### config.mk
export PLATFORM = sky130hd
export DESIGN_NAME = indexed_sequence_store_unit
export DESIGN_NICKNAME = d
export VERILOG_FILES = /design/src/rtl/isc_pkg.sv /design/src/rtl/isc_cell.sv /design/src/rtl/isc_max_tree.sv /design/src/rtl/indexed_sequence_store_unit.sv
export SDC_FILE = /design/constraint.sdc
export NUM_CORES = 2
export LEC_CHECK = 0
export BUFFER_PORTS_ARGS = -buffer_cell sky130_fd_sc_hd__buf_2
export CAP_MARGIN = 20
export CORE_UTILIZATION = 30
export CTS_BUF_LIST = sky130_fd_sc_hd__clkbuf_4 sky130_fd_sc_hd__clkbuf_8
export DETAILED_ROUTE_END_ITERATION = 6
export GPL_TIMING_DRIVEN = 0
export PLACE_DENSITY_LB_ADDON = 0.2
export SLEW_MARGIN = 20
export SYNTH_ARGS = -nofsm -noshare
export SYNTH_HDL_FRONTEND = slang
export SYNTH_SLANG_ARGS = --single-unit
### constraint.sdc
create_clock -name clk -period 16.2 [get_ports clk]
set_input_delay 1.62 -clock clk [delete_from_list [all_inputs] [get_ports clk]]
set_output_delay 1.62 -clock clk [all_outputs]
set_load 0.005 [all_outputs]
### src/rtl/isc_pkg.sv
`timescale 1ns / 1ps

package isc_pkg;

  localparam int DEPTH_DEF = 16;
  localparam int WIDTH_DEF = 32;

  // fixed field widths of the stream payload
  localparam int OP_W      = 3;
  localparam int VAL_W     = 32;
  localparam int POS_W     = 5;
  localparam int CNTF_W    = 5;
  localparam int ST_W      = 2;
  localparam int IN_DATA_W  = ((VAL_W + POS_W + 7) / 8) * 8;
  localparam int OUT_DATA_W = ((VAL_W + CNTF_W + 7) / 8) * 8;

  // widest index and count over the legal depth range
  localparam int IDX_MAX_W = 8;
  localparam int CNT_MAX_W = 9;

  typedef enum logic [OP_W-1:0] {
    OP_PUSH_BACK  = 3'd0,
    OP_PUSH_FRONT = 3'd1,
    OP_POP_FRONT  = 3'd2,
    OP_INSERT     = 3'd3,
    OP_REMOVE     = 3'd4,
    OP_READ       = 3'd5,
    OP_MAX        = 3'd6,
    OP_CLEAR      = 3'd7
  } op_t;

  typedef enum logic [ST_W-1:0] {
    ST_OK     = 2'd0,
    ST_FULL   = 2'd1,
    ST_EMPTY  = 2'd2,
    ST_BADPOS = 2'd3
  } status_t;

  typedef enum logic [1:0] {
    CMD_HOLD  = 2'd0,
    CMD_OPEN  = 2'd1,
    CMD_CLOSE = 2'd2
  } cmd_kind_t;

  // shift command broadcast to every cell
  typedef struct packed {
    cmd_kind_t            kind;
    logic [IDX_MAX_W-1:0] at;
  } cell_cmd_t;

  // leaf selection for the reduction tree
  typedef struct packed {
    logic                 is_max;
    logic [IDX_MAX_W-1:0] at;
    logic [CNT_MAX_W-1:0] count;
  } scan_t;

endpackage

### src/rtl/isc_cell.sv
`timescale 1ns / 1ps

module isc_cell #(
  parameter int WIDTH = isc_pkg::WIDTH_DEF,
  parameter int INDEX = 0
) (
  input  logic              clk,
  input  isc_pkg::cell_cmd_t cmd,
  input  isc_pkg::scan_t    scan,
  input  logic [WIDTH-1:0]  load_val,
  input  logic [WIDTH-1:0]  left_val,
  input  logic [WIDTH-1:0]  right_val,
  output logic [WIDTH-1:0]  val_q,
  output logic              leaf_valid
);

  localparam logic [isc_pkg::IDX_MAX_W-1:0] IDX = isc_pkg::IDX_MAX_W'(INDEX);

  logic [WIDTH-1:0] val_r;
  logic [WIDTH-1:0] val_nxt;

  always_comb begin
    val_nxt = val_r;
    case (cmd.kind)
      isc_pkg::CMD_OPEN: begin
        // later cells move up one place, the target cell takes the new value
        if (IDX > cmd.at) begin
          val_nxt = left_val;
        end else if (IDX == cmd.at) begin
          val_nxt = load_val;
        end
      end
      isc_pkg::CMD_CLOSE: begin
        if (IDX >= cmd.at) begin
          val_nxt = right_val;
        end
      end
      default: val_nxt = val_r;
    endcase
  end

  always_ff @(posedge clk) begin
    val_r <= val_nxt;
  end

  assign val_q      = val_r;
  assign leaf_valid = scan.is_max ? ({1'b0, IDX} < scan.count) : (IDX == scan.at);

endmodule

### src/rtl/isc_max_tree.sv
`timescale 1ns / 1ps

module isc_max_tree #(
  parameter int WIDTH = isc_pkg::WIDTH_DEF,
  parameter int DEPTH = isc_pkg::DEPTH_DEF
) (
  input  logic             clk,
  input  logic             rst_n,
  input  logic             start,
  input  logic [DEPTH-1:0] leaf_valid,
  input  logic [WIDTH-1:0] leaf_val [DEPTH],
  output logic             done,
  output logic             found,
  output logic [WIDTH-1:0] max_val
);

  localparam int LVL = (DEPTH > 1) ? $clog2(DEPTH) : 1;
  localparam int N   = 1 << LVL;

  // heap layout: internal nodes 1..N-1, leaves N..2N-1
  logic             hv [1:2*N-1];
  logic [WIDTH-1:0] hd [1:2*N-1];
  logic [LVL-1:0]   vld_r;
  logic [LVL-1:0]   vld_nxt;

  genvar n;
  generate
    for (n = 0; n < N; n++) begin : g_leaf
      if (n < DEPTH) begin : g_used
        assign hv[N+n] = leaf_valid[n];
        assign hd[N+n] = leaf_val[n];
      end else begin : g_pad
        assign hv[N+n] = 1'b0;
        assign hd[N+n] = '0;
      end
    end

    for (n = 1; n < N; n++) begin : g_node
      logic             pick_right;
      logic             nv_r;
      logic [WIDTH-1:0] nd_r;
      assign hv[n] = nv_r;
      assign hd[n] = nd_r;
      // on a tie keep the left child: the lower index wins
      assign pick_right = hv[2*n+1] &&
                          (!hv[2*n] || ($signed(hd[2*n+1]) > $signed(hd[2*n])));
      always_ff @(posedge clk) begin
        nv_r <= hv[2*n] || hv[2*n+1];
        nd_r <= pick_right ? hd[2*n+1] : hd[2*n];
      end
    end
  endgenerate

  assign vld_nxt = LVL'({vld_r, start});

  always_ff @(posedge clk) begin
    if (!rst_n) begin
      vld_r <= '0;
    end else begin
      vld_r <= vld_nxt;
    end
  end

  assign done    = vld_r[LVL-1];
  assign found   = hv[1];
  assign max_val = hd[1];

endmodule

### src/rtl/indexed_sequence_store_unit.sv
`timescale 1ns / 1ps
// Push, insert, clear and any refused request complete in the execute state; the unit
// takes a new request only once the previous result is in the output register.
// Pop, remove, read and max also wait for the registered max/select tree over the
// cell row.
// rst_n (synchronous, active low) empties the store; cell contents are not cleared.

module indexed_sequence_store_unit #(
  parameter int DEPTH = isc_pkg::DEPTH_DEF,
  parameter int WIDTH = isc_pkg::WIDTH_DEF
) (
  input  logic                           clk,
  input  logic                           rst_n,
  input  logic                           in_tvalid,
  output logic                           in_tready,
  input  logic [isc_pkg::IN_DATA_W-1:0]  in_tdata,   // item_value, position
  input  logic [isc_pkg::OP_W-1:0]       in_tuser,   // operation
  output logic                           out_tvalid,
  input  logic                           out_tready,
  output logic [isc_pkg::OUT_DATA_W-1:0] out_tdata,  // read_value, item_count
  output logic [isc_pkg::ST_W-1:0]       out_tuser   // status
);

  localparam int CNT_W = $clog2(DEPTH + 1);
  localparam int CMP_W = (CNT_W > isc_pkg::POS_W) ? CNT_W : isc_pkg::POS_W;
  localparam int VAL_W = isc_pkg::VAL_W;
  localparam int POS_W = isc_pkg::POS_W;
  localparam int IDX_W = isc_pkg::IDX_MAX_W;
  localparam int OUT_PAD = isc_pkg::OUT_DATA_W - VAL_W - isc_pkg::CNTF_W;

  typedef enum logic [1:0] {
    S_IDLE,
    S_EXEC,
    S_SCAN,
    S_EMIT
  } state_t;

  state_t                        state_r;
  logic                          in_ready_r;
  logic                          out_valid_r;
  logic [isc_pkg::OUT_DATA_W-1:0] out_data_r;
  logic [isc_pkg::ST_W-1:0]      out_user_r;
  logic [CNT_W-1:0]              count_r;
  logic [CNT_W-1:0]              count_nxt;
  isc_pkg::op_t                  op_r;
  logic [WIDTH-1:0]              val_r;
  logic [POS_W-1:0]              pos_r;
  logic [VAL_W-1:0]              res_val_r;
  logic [isc_pkg::CNTF_W-1:0]    res_cnt_r;
  isc_pkg::status_t              res_st_r;

  logic                          full;
  logic                          empty;
  logic [CMP_W-1:0]              pos_c;
  logic [CMP_W-1:0]              cnt_c;
  isc_pkg::status_t              exec_st;
  logic                          exec_open;
  logic                          exec_scan;
  logic                          exec_clear;
  logic [IDX_W-1:0]              open_at;
  logic [IDX_W-1:0]              scan_at;
  logic                          is_close;
  logic                          fin;
  logic                          out_free;
  logic                          out_load;
  logic [VAL_W-1:0]              fin_val;
  isc_pkg::status_t              fin_st;
  logic [isc_pkg::CNTF_W-1:0]    fin_cnt;

  isc_pkg::cell_cmd_t            cmd;
  isc_pkg::scan_t                scan;
  logic [WIDTH-1:0]              cell_q [DEPTH];
  logic [DEPTH-1:0]              leaf_v;
  logic                          tree_start;
  logic                          tree_done;
  logic                          tree_found;
  logic [WIDTH-1:0]              tree_val;

  assign full  = (count_r == CNT_W'(DEPTH));
  assign empty = (count_r == '0);
  assign pos_c = CMP_W'(pos_r);
  assign cnt_c = CMP_W'(count_r);

  // decode the held request against the current count
  always_comb begin
    exec_st    = isc_pkg::ST_OK;
    exec_open  = 1'b0;
    exec_scan  = 1'b0;
    exec_clear = 1'b0;
    open_at    = '0;
    case (op_r)
      isc_pkg::OP_PUSH_BACK: begin
        open_at = IDX_W'(count_r);
        if (full) exec_st = isc_pkg::ST_FULL;
        else      exec_open = 1'b1;
      end
      isc_pkg::OP_PUSH_FRONT: begin
        if (full) exec_st = isc_pkg::ST_FULL;
        else      exec_open = 1'b1;
      end
      isc_pkg::OP_INSERT: begin
        open_at = IDX_W'(pos_r);
        if (full)               exec_st = isc_pkg::ST_FULL;
        else if (pos_c > cnt_c) exec_st = isc_pkg::ST_BADPOS;
        else                    exec_open = 1'b1;
      end
      isc_pkg::OP_POP_FRONT, isc_pkg::OP_MAX: begin
        if (empty) exec_st = isc_pkg::ST_EMPTY;
        else       exec_scan = 1'b1;
      end
      isc_pkg::OP_REMOVE, isc_pkg::OP_READ: begin
        if (empty)               exec_st = isc_pkg::ST_EMPTY;
        else if (pos_c >= cnt_c) exec_st = isc_pkg::ST_BADPOS;
        else                     exec_scan = 1'b1;
      end
      isc_pkg::OP_CLEAR: exec_clear = 1'b1;
      default: exec_st = isc_pkg::ST_OK;
    endcase
  end

  assign scan_at  = (op_r == isc_pkg::OP_POP_FRONT) ? '0 : IDX_W'(pos_r);
  assign is_close = (op_r == isc_pkg::OP_POP_FRONT) || (op_r == isc_pkg::OP_REMOVE);

  assign fin      = ((state_r == S_EXEC) && !exec_scan) || ((state_r == S_SCAN) && tree_done);
  assign out_free = !out_valid_r || out_tready;
  assign out_load = (fin || (state_r == S_EMIT)) && out_free;

  always_comb begin
    count_nxt = count_r;
    cmd.kind  = isc_pkg::CMD_HOLD;
    cmd.at    = '0;
    if (state_r == S_EXEC) begin
      if (exec_open) begin
        count_nxt = count_r + 1'b1;
        cmd.kind  = isc_pkg::CMD_OPEN;
        cmd.at    = open_at;
      end else if (exec_clear) begin
        count_nxt = '0;
      end
    end else if ((state_r == S_SCAN) && tree_done && is_close) begin
      count_nxt = count_r - 1'b1;
      cmd.kind  = isc_pkg::CMD_CLOSE;
      cmd.at    = scan_at;
    end
  end

  assign fin_val = ((state_r == S_SCAN) && tree_found) ? VAL_W'(tree_val) : '0;
  assign fin_st  = (state_r == S_SCAN) ? isc_pkg::ST_OK : exec_st;
  assign fin_cnt = isc_pkg::CNTF_W'(count_nxt);

  assign scan.is_max = (op_r == isc_pkg::OP_MAX);
  assign scan.at     = scan_at;
  assign scan.count  = isc_pkg::CNT_MAX_W'(count_r);

  genvar i;
  generate
    for (i = 0; i < DEPTH; i++) begin : g_cell
      logic [WIDTH-1:0] left_v;
      logic [WIDTH-1:0] right_v;
      if (i > 0) begin : g_left
        assign left_v = cell_q[i-1];
      end else begin : g_first
        assign left_v = val_r;
      end
      if (i < DEPTH - 1) begin : g_right
        assign right_v = cell_q[i+1];
      end else begin : g_last
        assign right_v = cell_q[i];
      end
      isc_cell #(
        .WIDTH (WIDTH),
        .INDEX (i)
      ) u_cell (
        .clk        (clk),
        .cmd        (cmd),
        .scan       (scan),
        .load_val   (val_r),
        .left_val   (left_v),
        .right_val  (right_v),
        .val_q      (cell_q[i]),
        .leaf_valid (leaf_v[i])
      );
    end
  endgenerate

  assign tree_start = (state_r == S_EXEC) && exec_scan;

  isc_max_tree #(
    .WIDTH (WIDTH),
    .DEPTH (DEPTH)
  ) u_tree (
    .clk        (clk),
    .rst_n      (rst_n),
    .start      (tree_start),
    .leaf_valid (leaf_v),
    .leaf_val   (cell_q),
    .done       (tree_done),
    .found      (tree_found),
    .max_val    (tree_val)
  );

  always_ff @(posedge clk) begin
    if (!rst_n) begin
      state_r     <= S_IDLE;
      in_ready_r  <= 1'b0;
      out_valid_r <= 1'b0;
      count_r     <= '0;
    end else begin
      count_r <= count_nxt;
      if (out_load) begin
        out_valid_r <= 1'b1;
      end else if (out_valid_r && out_tready) begin
        out_valid_r <= 1'b0;
      end
      case (state_r)
        S_IDLE: begin
          if (in_tvalid && in_ready_r) begin
            op_r       <= isc_pkg::op_t'(in_tuser);
            val_r      <= WIDTH'($signed(in_tdata[VAL_W-1:0]));
            pos_r      <= in_tdata[VAL_W +: POS_W];
            in_ready_r <= 1'b0;
            state_r    <= S_EXEC;
          end else begin
            in_ready_r <= 1'b1;
          end
        end
        S_EXEC: begin
          if (exec_scan) begin
            state_r <= S_SCAN;
          end
        end
        S_SCAN: begin
          // wait for the tree root
        end
        S_EMIT: begin
          if (out_free) begin
            out_data_r  <= {OUT_PAD'(0), res_cnt_r, res_val_r};
            out_user_r  <= res_st_r;
            in_ready_r  <= 1'b1;
            state_r     <= S_IDLE;
          end
        end
        default: state_r <= S_IDLE;
      endcase
      if (fin) begin
        if (out_free) begin
          out_data_r  <= {OUT_PAD'(0), fin_cnt, fin_val};
          out_user_r  <= fin_st;
          in_ready_r  <= 1'b1;
          state_r     <= S_IDLE;
        end else begin
          // hold the result until the output register drains
          res_val_r <= fin_val;
          res_cnt_r <= fin_cnt;
          res_st_r  <= fin_st;
          state_r   <= S_EMIT;
        end
      end
    end
  end

  assign in_tready  = in_ready_r;
  assign out_tvalid = out_valid_r;
  assign out_tdata  = out_data_r;
  assign out_tuser  = out_user_r;

endmodule

# Word-level counts from Yosys, hierarchy flattened
# Cells that the tools add are included.
dict set report word_totals {
  elab_cells 448
  in_bits 47
  output_inout_bits 44
  ff_bits 1141
}
dict set report classes {
  addsub 2
  n_lt_le_gt_ge 64
  eq_ne 76
  n_mux 141
  bitwise 1
  n_reduce_logical 105
}
# operator n
set ops {}
lappend ops {{$mux W32} 63}
lappend ops {{$pmux W32 S2} 15}
lappend ops {{$gt A32 B32 Y1} 15}
lappend ops {{$mux W40} 4}
lappend ops {{$eq A4 B8 Y1 const A} 8}
lappend ops {{$gt A4 B8 Y1 const A} 8}
lappend ops {{$ge A4 B8 Y1 const A} 7}
lappend ops {{$reduce_and A3 Y1} 17}
lappend ops {{$ne A3 B1 Y1 const B} 15}
lappend ops {{$eq A4 B5 Y1 const A} 8}
lappend ops {{$lt A4 B5 Y1 const A} 8}
lappend ops {{$logic_or A1 B1 Y1} 34}
lappend ops {{$eq A3 B8 Y1 const A} 4}
lappend ops {{$ge A3 B8 Y1 const A} 4}
lappend ops {{$gt A3 B8 Y1 const A} 4}
lappend ops {{$mux W1} 30}
lappend ops {{$mux W2} 15}
lappend ops {{$ne A2 B1 Y1 const B} 15}
lappend ops {{$mux W5} 5}
lappend ops {{$logic_and A1 B1 Y1} 23}
lappend ops {{$eq A3 B5 Y1 const A} 4}
lappend ops {{$lt A3 B5 Y1 const A} 4}
lappend ops {{$mux W10} 2}
lappend ops {{$logic_not A1 Y1} 17}
lappend ops {{36 further kinds} 60}

# Longest topological paths before layout
dict set report logic_depth {
  ltp_word 10
  mapped_depth 13
  depth_no_buf 9
}

# Hierarchy
# Synthesis repeated with hierarchy kept, for this count alone.
dict set report unflattened {
  cells_unflattened 6311
  area_unflattened_um2 65346.4
}
# module seq_area_each_um2 area_each_um2 cells_each n_inst
set by_module_without_submodules {}
lappend by_module_without_submodules {isc_max_tree 9989.6 28706.3 2780 1}
lappend by_module_without_submodules {indexed_sequence_store_unit 3813.7 6113.4 504 1}
lappend by_module_without_submodules {{isc_cell at g_cell[5].u_cell} 960.9 2142.1 204 1}
lappend by_module_without_submodules {{isc_cell at g_cell[7].u_cell} 960.9 2089.5 202 1}
lappend by_module_without_submodules {{isc_cell at g_cell[6].u_cell} 960.9 2080.7 202 1}
lappend by_module_without_submodules {{isc_cell at g_cell[1].u_cell} 960.9 2069.5 191 1}
lappend by_module_without_submodules {{isc_cell at g_cell[4].u_cell} 960.9 2005.7 200 1}
lappend by_module_without_submodules {{isc_cell at g_cell[11].u_cell} 960.9 1960.6 203 1}
lappend by_module_without_submodules {{isc_cell at g_cell[2].u_cell} 960.9 1955.6 197 1}
lappend by_module_without_submodules {{isc_cell at g_cell[8].u_cell} 960.9 1903.1 193 1}
lappend by_module_without_submodules {{isc_cell at g_cell[9].u_cell} 960.9 1841.8 195 1}
lappend by_module_without_submodules {{isc_cell at g_cell[10].u_cell} 960.9 1836.8 195 1}
lappend by_module_without_submodules {{isc_cell at g_cell[12].u_cell} 960.9 1829.3 195 1}
lappend by_module_without_submodules {{isc_cell at g_cell[14].u_cell} 960.9 1824.2 193 1}
lappend by_module_without_submodules {{+4 rows} -- -- -- --}

# Least setup slack after synthesis
# No wires, ideal clock.
dict set report synth_path {
  kind {input-to-reg}
  start {in out_tready}
  end {reg res_cnt_r[0] in the netlist's numbering, enable pin}
  setup_slack_ns 10.954
  arrival_ns 4.762
  setup_time_ns 0.484
  stages 3
  required_time_ns 15.716
  n_path_buf 1
  cell_sequence {nand2b_1 clkbuf_1 nor3_1}
}
dict set report synth_between {
  elab_chain_len 3
}
# element line_no
set synth_lines {}
lappend synth_lines {{start, declared} indexed_sequence_store_unit.sv:19} ;# input logic out_tready,
lappend synth_lines {{$logic_or A1 B1 Y1} indexed_sequence_store_unit.sv:125} ;# assign out_free = !out_valid_r || out_tready;
lappend synth_lines {{$not A1 Y1 (no source line)} --}
lappend synth_lines {{$reduce_and A3 Y1 (no source line)} --}
lappend synth_lines {{end signal, assigned} indexed_sequence_store_unit.sv:254} ;# res_cnt_r <= fin_cnt;
lappend synth_lines {{end, declared} indexed_sequence_store_unit.sv:49} ;# logic [isc_pkg::CNTF_W-1:0] res_cnt_r;
# No other way between the ends.
# A chain may end at the register's enable or synchronous reset.

# Worst setup path in the final report
dict set report layout_path {
  start {reg count_r[1], in the netlist cnt_c[1]}
  end {reg g_cell[13].u_cell.val_r[21], enable pin}
}
dict set report layout_between {
  elab_chain_len 9
  elab_cells_between_ends 18
  classes_between {order compare: 3; eq/ne: 6; mux: 7; reduce/logical: 2}
}
# element line_no
set layout_lines {}
lappend layout_lines {{start, declared} indexed_sequence_store_unit.sv:43} ;# logic [CNT_W-1:0] count_r;
lappend layout_lines {{start signal, assigned} indexed_sequence_store_unit.sv:209} ;# count_r <= count_nxt;
lappend layout_lines {{$gt A5 B5 Y1} indexed_sequence_store_unit.sv:104} ;# else if (pos_c > cnt_c) exec_st = isc_pkg::ST_BADPOS;
lappend layout_lines {{$mux W1} indexed_sequence_store_unit.sv:104}
lappend layout_lines {{$mux W1} indexed_sequence_store_unit.sv:103} ;# if (full) exec_st = isc_pkg::ST_FULL;
lappend layout_lines {{$pmux W1 S2} indexed_sequence_store_unit.sv:91} ;# case (op_r)
lappend layout_lines {{$mux W9 (*)} indexed_sequence_store_unit.sv:133} ;# if (exec_open) begin
lappend layout_lines {{$mux W10 (*)} indexed_sequence_store_unit.sv:132} ;# if (state_r == S_EXEC) begin
lappend layout_lines {{$gt A4 B8 Y1 (tied with other cells)} isc_cell.sv:27} ;# if (IDX > cmd.at) begin
lappend layout_lines {{$ne A3 B1 Y1 (no source line) (tied with other cells)} --}
lappend layout_lines {{$reduce_and A3 Y1 (no source line) (*)} --}
lappend layout_lines {{end signal, assigned} isc_cell.sv:43} ;# val_r <= val_nxt;
lappend layout_lines {{end, declared} isc_cell.sv:19} ;# logic [WIDTH-1:0] val_r;
# Mark *: on every way between the ends. The rest lies on a longest branch, timed or not.

==> impl_metrics.sql <==
INSERT INTO impl_metrics (metric_group, metric, value, unit) VALUES
('route', 'route.detailed.vias_per_inst', '5.55', ''),
('worst_setup_path', 'cp.required', '16860', 'ps'),
('clocking', 'cts_root_buf', 'clkbuf_8', ''),
('clocking', 'worst_skew_pair.late_latency', '1000', 'ps'),
('grt', 'grt_use_total', '24.0', '%'),
('yosys', 'syn_area', '64300', 'µm²'),
('yosys', 'average_footprint_of_a_synthesized_cell', '10.2', 'µm²'),
('pwr', 'total_power', '0.00838', 'W'),
('floorplanning', 'number_of_cell_rows', '169', ''),
('status', 'run_status', 'completed', ''),
('yosys', 'syn-num-nets', '6873', ''),
('timing', 'hold_violations_final', '0', ''),
('pwr', 'power.share.switching', '32.4', '%'),
('floorplanning', 'boundaryPins', '91', ''),
('clocking', 'ctsLongestPathBuffers', '3', ''),
('final_layout', 'finish.instance_area', '73700', 'µm²'),
('route', 'drt-initial-drc-count', '6231', ''),
('job', 'maxCapViolCount', '0', ''),
('yosys', 'synth_seq_cells', '1141', ''),
('yosys', 'synth-edff-count', '633', ''),
('clocking', 'cts.repair.resized', '0', ''),
('worst_setup_path', 'cp_slowest_cell', 'clkbuf_1', ''),
('floorplanning', 'initial_utilization', '30.3', '%'),
('timing', 'slew_violations', '0', ''),
('final_layout', 'layout-area-overhead-vs-synth', '14.6', '%'),
('timing', 'fmaxAchievable', '159', 'MHz'),
('worst_setup_path', 'critPathTopFamily', 'buffers and inverters', ''),
('grt', 'antenna_found_initial', '23', ''),
('placed_design', 'globalplace.congestion', '0.958', ''),
('worst_setup_path', 'cp_cell_sequence', 'clkbuf_1 > inv_1 > ha_1 > and4_1 > a31oi_1 > o21ai_1 > a22oi_1 > clkbuf_1 > clkbuf_1 > nor2_1 > nor2_4 > buf_16 > buf_16', ''),
('clocking', 'clock_sinks', '1141', ''),
('grt', 'grt_max_degree', '44', ''),
('worst_setup_path', 'worstSetupPathType', 'reg -> reg', ''),
('worst_setup_path', 'critPathArrivalTime', '6940', 'ps'),
('final_layout', 'fill_cells', '21608', ''),
('placed_design', 'dpl.hpwl', '216000', 'µm'),
('pwr', 'power.clock.fraction', '35.7', '%'),
('worst_setup_path', 'worstSetupStartpointType', 'flop', ''),
('route', 'route.detailed.wl_per_inst', '27.6', 'µm'),
('final_layout', 'drive_gt1_share', '16.5', '%'),
('final_layout', 'utilization', '34.7', '%'),
('route', 'final_antenna_violating_net_count', '0', ''),
('pwr', 'sequentialPowerShare', '44.5', '%'),
('yosys', 'synth_sequential_area_ratio', '45.4', '%'),
('timing', 'layout_worst_path_cycle_share', '38.8', '%'),
('grt', 'number_of_global_route_vias_before_repair', '51270', ''),
('placed_design', 'postPlaceCellArea', '69200', 'µm²'),
('clocking', 'postCtsSetupBuffers', '0', ''),
('worst_setup_path', 'cpMostUsedCell', 'clkbuf_1', ''),
('route', 'dr.pass1.iters', '6', ''),
('yosys', 'synthFlopType', 'edfxtp_1', ''),
('pwr', 'share_comb_of_total_power', '19.8', '%'),
('route', 'detail_route.wirelength', '268000', 'µm'),
('worst_setup_path', 'largest_fanout_on_the_critical_path', '13', ''),
('timing', 'worst_pin_slew', '1290', 'ps'),
('timing', 'finalSetupTns', '0', 'ps'),
('floorplanning', 'floorplan.core_area', '213000', 'µm²'),
('yosys', 'post_synth_num_cell_types', '97', ''),
('floorplanning', 'die_y', '465', 'µm'),
('grt', 'overflow', '0', ''),
('route', 'drc_violation_count_after_routing', '0', ''),
('clocking', 'clk_pin_slew_worst_paths', '70', 'ps'),
('pwr', 'total_switching_power', '0.00271', 'W'),
('timing', 'setup_violations', '0', ''),
('worst_setup_path', 'critical_path_buf_inv_count', '6', ''),
('clocking', 'level_count_of_the_clock_h_tree', '4', ''),
('worst_setup_path', 'timing.critical_path.to_type', 'flop', ''),
('route', 'via_count', '53738', ''),
('pwr', 'total_leakage_power', '28.7', 'nW'),
('worst_hold_path', 'timing.hold.worst.class', 'reg -> reg', ''),
('clocking', 'cts_tree', 'yes', '');
==> per-layer routing <==
layer	up-vias	part of all wire (%)	track usage, %
li1	24245	-	-
met1	26689	46	34.0
met2	2392	43	36.4
met3	404	7.5	4.11
met4	8	3.6	8.39
met5	-	0.021	0
==> cell usage after synthesis (134+ instances only) <==
cell	count	area, µm²
edfxtp_1	633	19000
nand2_1	595	2230
inv_1	556	2090
dfxtp_1	508	10200
ha_1	494	6180
mux2_2	361	4070
nor2_1	316	1190
clkbuf_1	294	1100
o21ai_0	229	1150
mux2i_1	228	2280
a21oi_1	225	1130
nand4_1	223	1400
nor3_1	216	1080
a31oi_1	143	895
nand3_1	134	671
==> placed cells by master, fill, tap and decap left out, types with 17 or more instances in the layout <==
master | netlist | layout
a211oi_1 | 30 | 29
o221ai_1 | 38 | 38
a31oi_1 | 143 | 142
nand4_1 | 223 | 223
nor2b_1 | 25 | 23
o21ai_0 | 229 | 229
a2111oi_4 | 28 | 28
a21oi_1 | 225 | 223
nor3_1 | 216 | 211
buf_2 | 69 | 158
o211ai_1 | 62 | 62
ha_1 | 494 | 494
buf_4 | 10 | 21
and3_1 | 107 | 107
clkbuf_8 | 0 | 243
and4_1 | 17 | 17
a32o_1 | 30 | 30
edfxtp_1 | 633 | 633
nand2_1 | 595 | 595
a21o_1 | 31 | 31
o22ai_1 | 108 | 107
dfxtp_1 | 508 | 508
mux2_2 | 361 | 361
nand3b_1 | 38 | 38
nor2_1 | 316 | 307
mux2_1 | 54 | 54
nand2b_1 | 72 | 72
and2_1 | 21 | 19
o221a_2 | 64 | 64
o21a_1 | 19 | 18
o311ai_0 | 57 | 56
clkinv_2 | 0 | 25
nand3_1 | 134 | 134
a2111oi_0 | 47 | 47
clkbuf_1 | 294 | 285
mux2i_1 | 228 | 228
buf_1 | 39 | 39
clkbuf_4 | 0 | 93
inv_1 | 556 | 556
==> state kept, by name (all words and copies together) (netlist names), 14 cells and up <==
register and flops:
g_cell.u_cell.val_q 512, u_tree.g_node.nd_r 448, out_tdata 40, g_cell.left_v 32, res_val_r 32, u_tree.max_val 32
u_tree.g_node.nv_r 14
==> worst paths after layout <==
kind	start	endpoint	depth (start not counted)
setup / recovery	cnt_c[1]$_SDFF_PN0_	g_cell[13].u_cell.val_q[21]$_DFFE_PP_	13
hold / removal	u_tree.vld_r[0]$_SDFF_PN0_	u_tree.vld_r[1]$_SDFF_PN0_	1
setup reg to reg	cnt_c[1]$_SDFF_PN0_	g_cell[13].u_cell.val_q[21]$_DFFE_PP_	13
hold reg to reg	u_tree.vld_r[0]$_SDFF_PN0_	u_tree.vld_r[1]$_SDFF_PN0_	1
==> stage by stage <==
| step | cells | setup WS [ps] | hold WS (ps) |
|---|---|---|---|
| global placement | 9240 | 7120 | 418 |
| CTS | 9669 | 10130 | 427 |
| detailed placement | 9280 | 10190 | 418 |
| global route | 9674 | 9760 | 450 |
| floorplan | 6332 | 10950 | 408 |
| finish | 9685 | 9920 | 430 |
==> area by class of cell <==
cell class / count / area (µm²) / area share, %
Buffer: 420 / 1780 / 2.42
Antenna cell: 16 / 40.0 / 0.0543
Clock inverter: 53 / 454 / 0.616
Tap cell: 2821 / 3530 / 4.79
Sequential cell: 1141 / 29200 / 39.6
Timing Repair Buffer: 127 / 1100 / 1.49
Multi-Input combinational cell: 4215 / 31500 / 42.7
Inverter: 556 / 2090 / 2.83
Clock buffer: 336 / 4040 / 5.49
==> kinds of logic after synthesis <==
group                    count (synthesis)  synth area share (%)
XOR/XNOR                                 1                0.0136
buffers and inverters                  976                  6.00
adder cells (fa/ha/maj)                494                  9.61
flip-flops                            1141                  45.4
AO/OA/AOI/OAI                         1245                  14.3
AND/OR/NAND/NOR                       1832                  13.9
multiplexers                           643                  10.8
==> power groups by stage <==
stage / Clock [W] / Combinational [W] / Sequential [W]
3_5_place_dp: 0 / 0.00161 / 0.00379
5_1_grt: 0.00317 / 0.00180 / 0.00375
6_report: 0.00300 / 0.00166 / 0.00373
4_1_cts: 0.00306 / 0.00163 / 0.00373
2_1_floorplan: 0 / 0.00100 / 0.00364
3_3_place_gp: 0 / 0.00153 / 0.00380
Note: power is estimated with default switching activity, not from simulation.
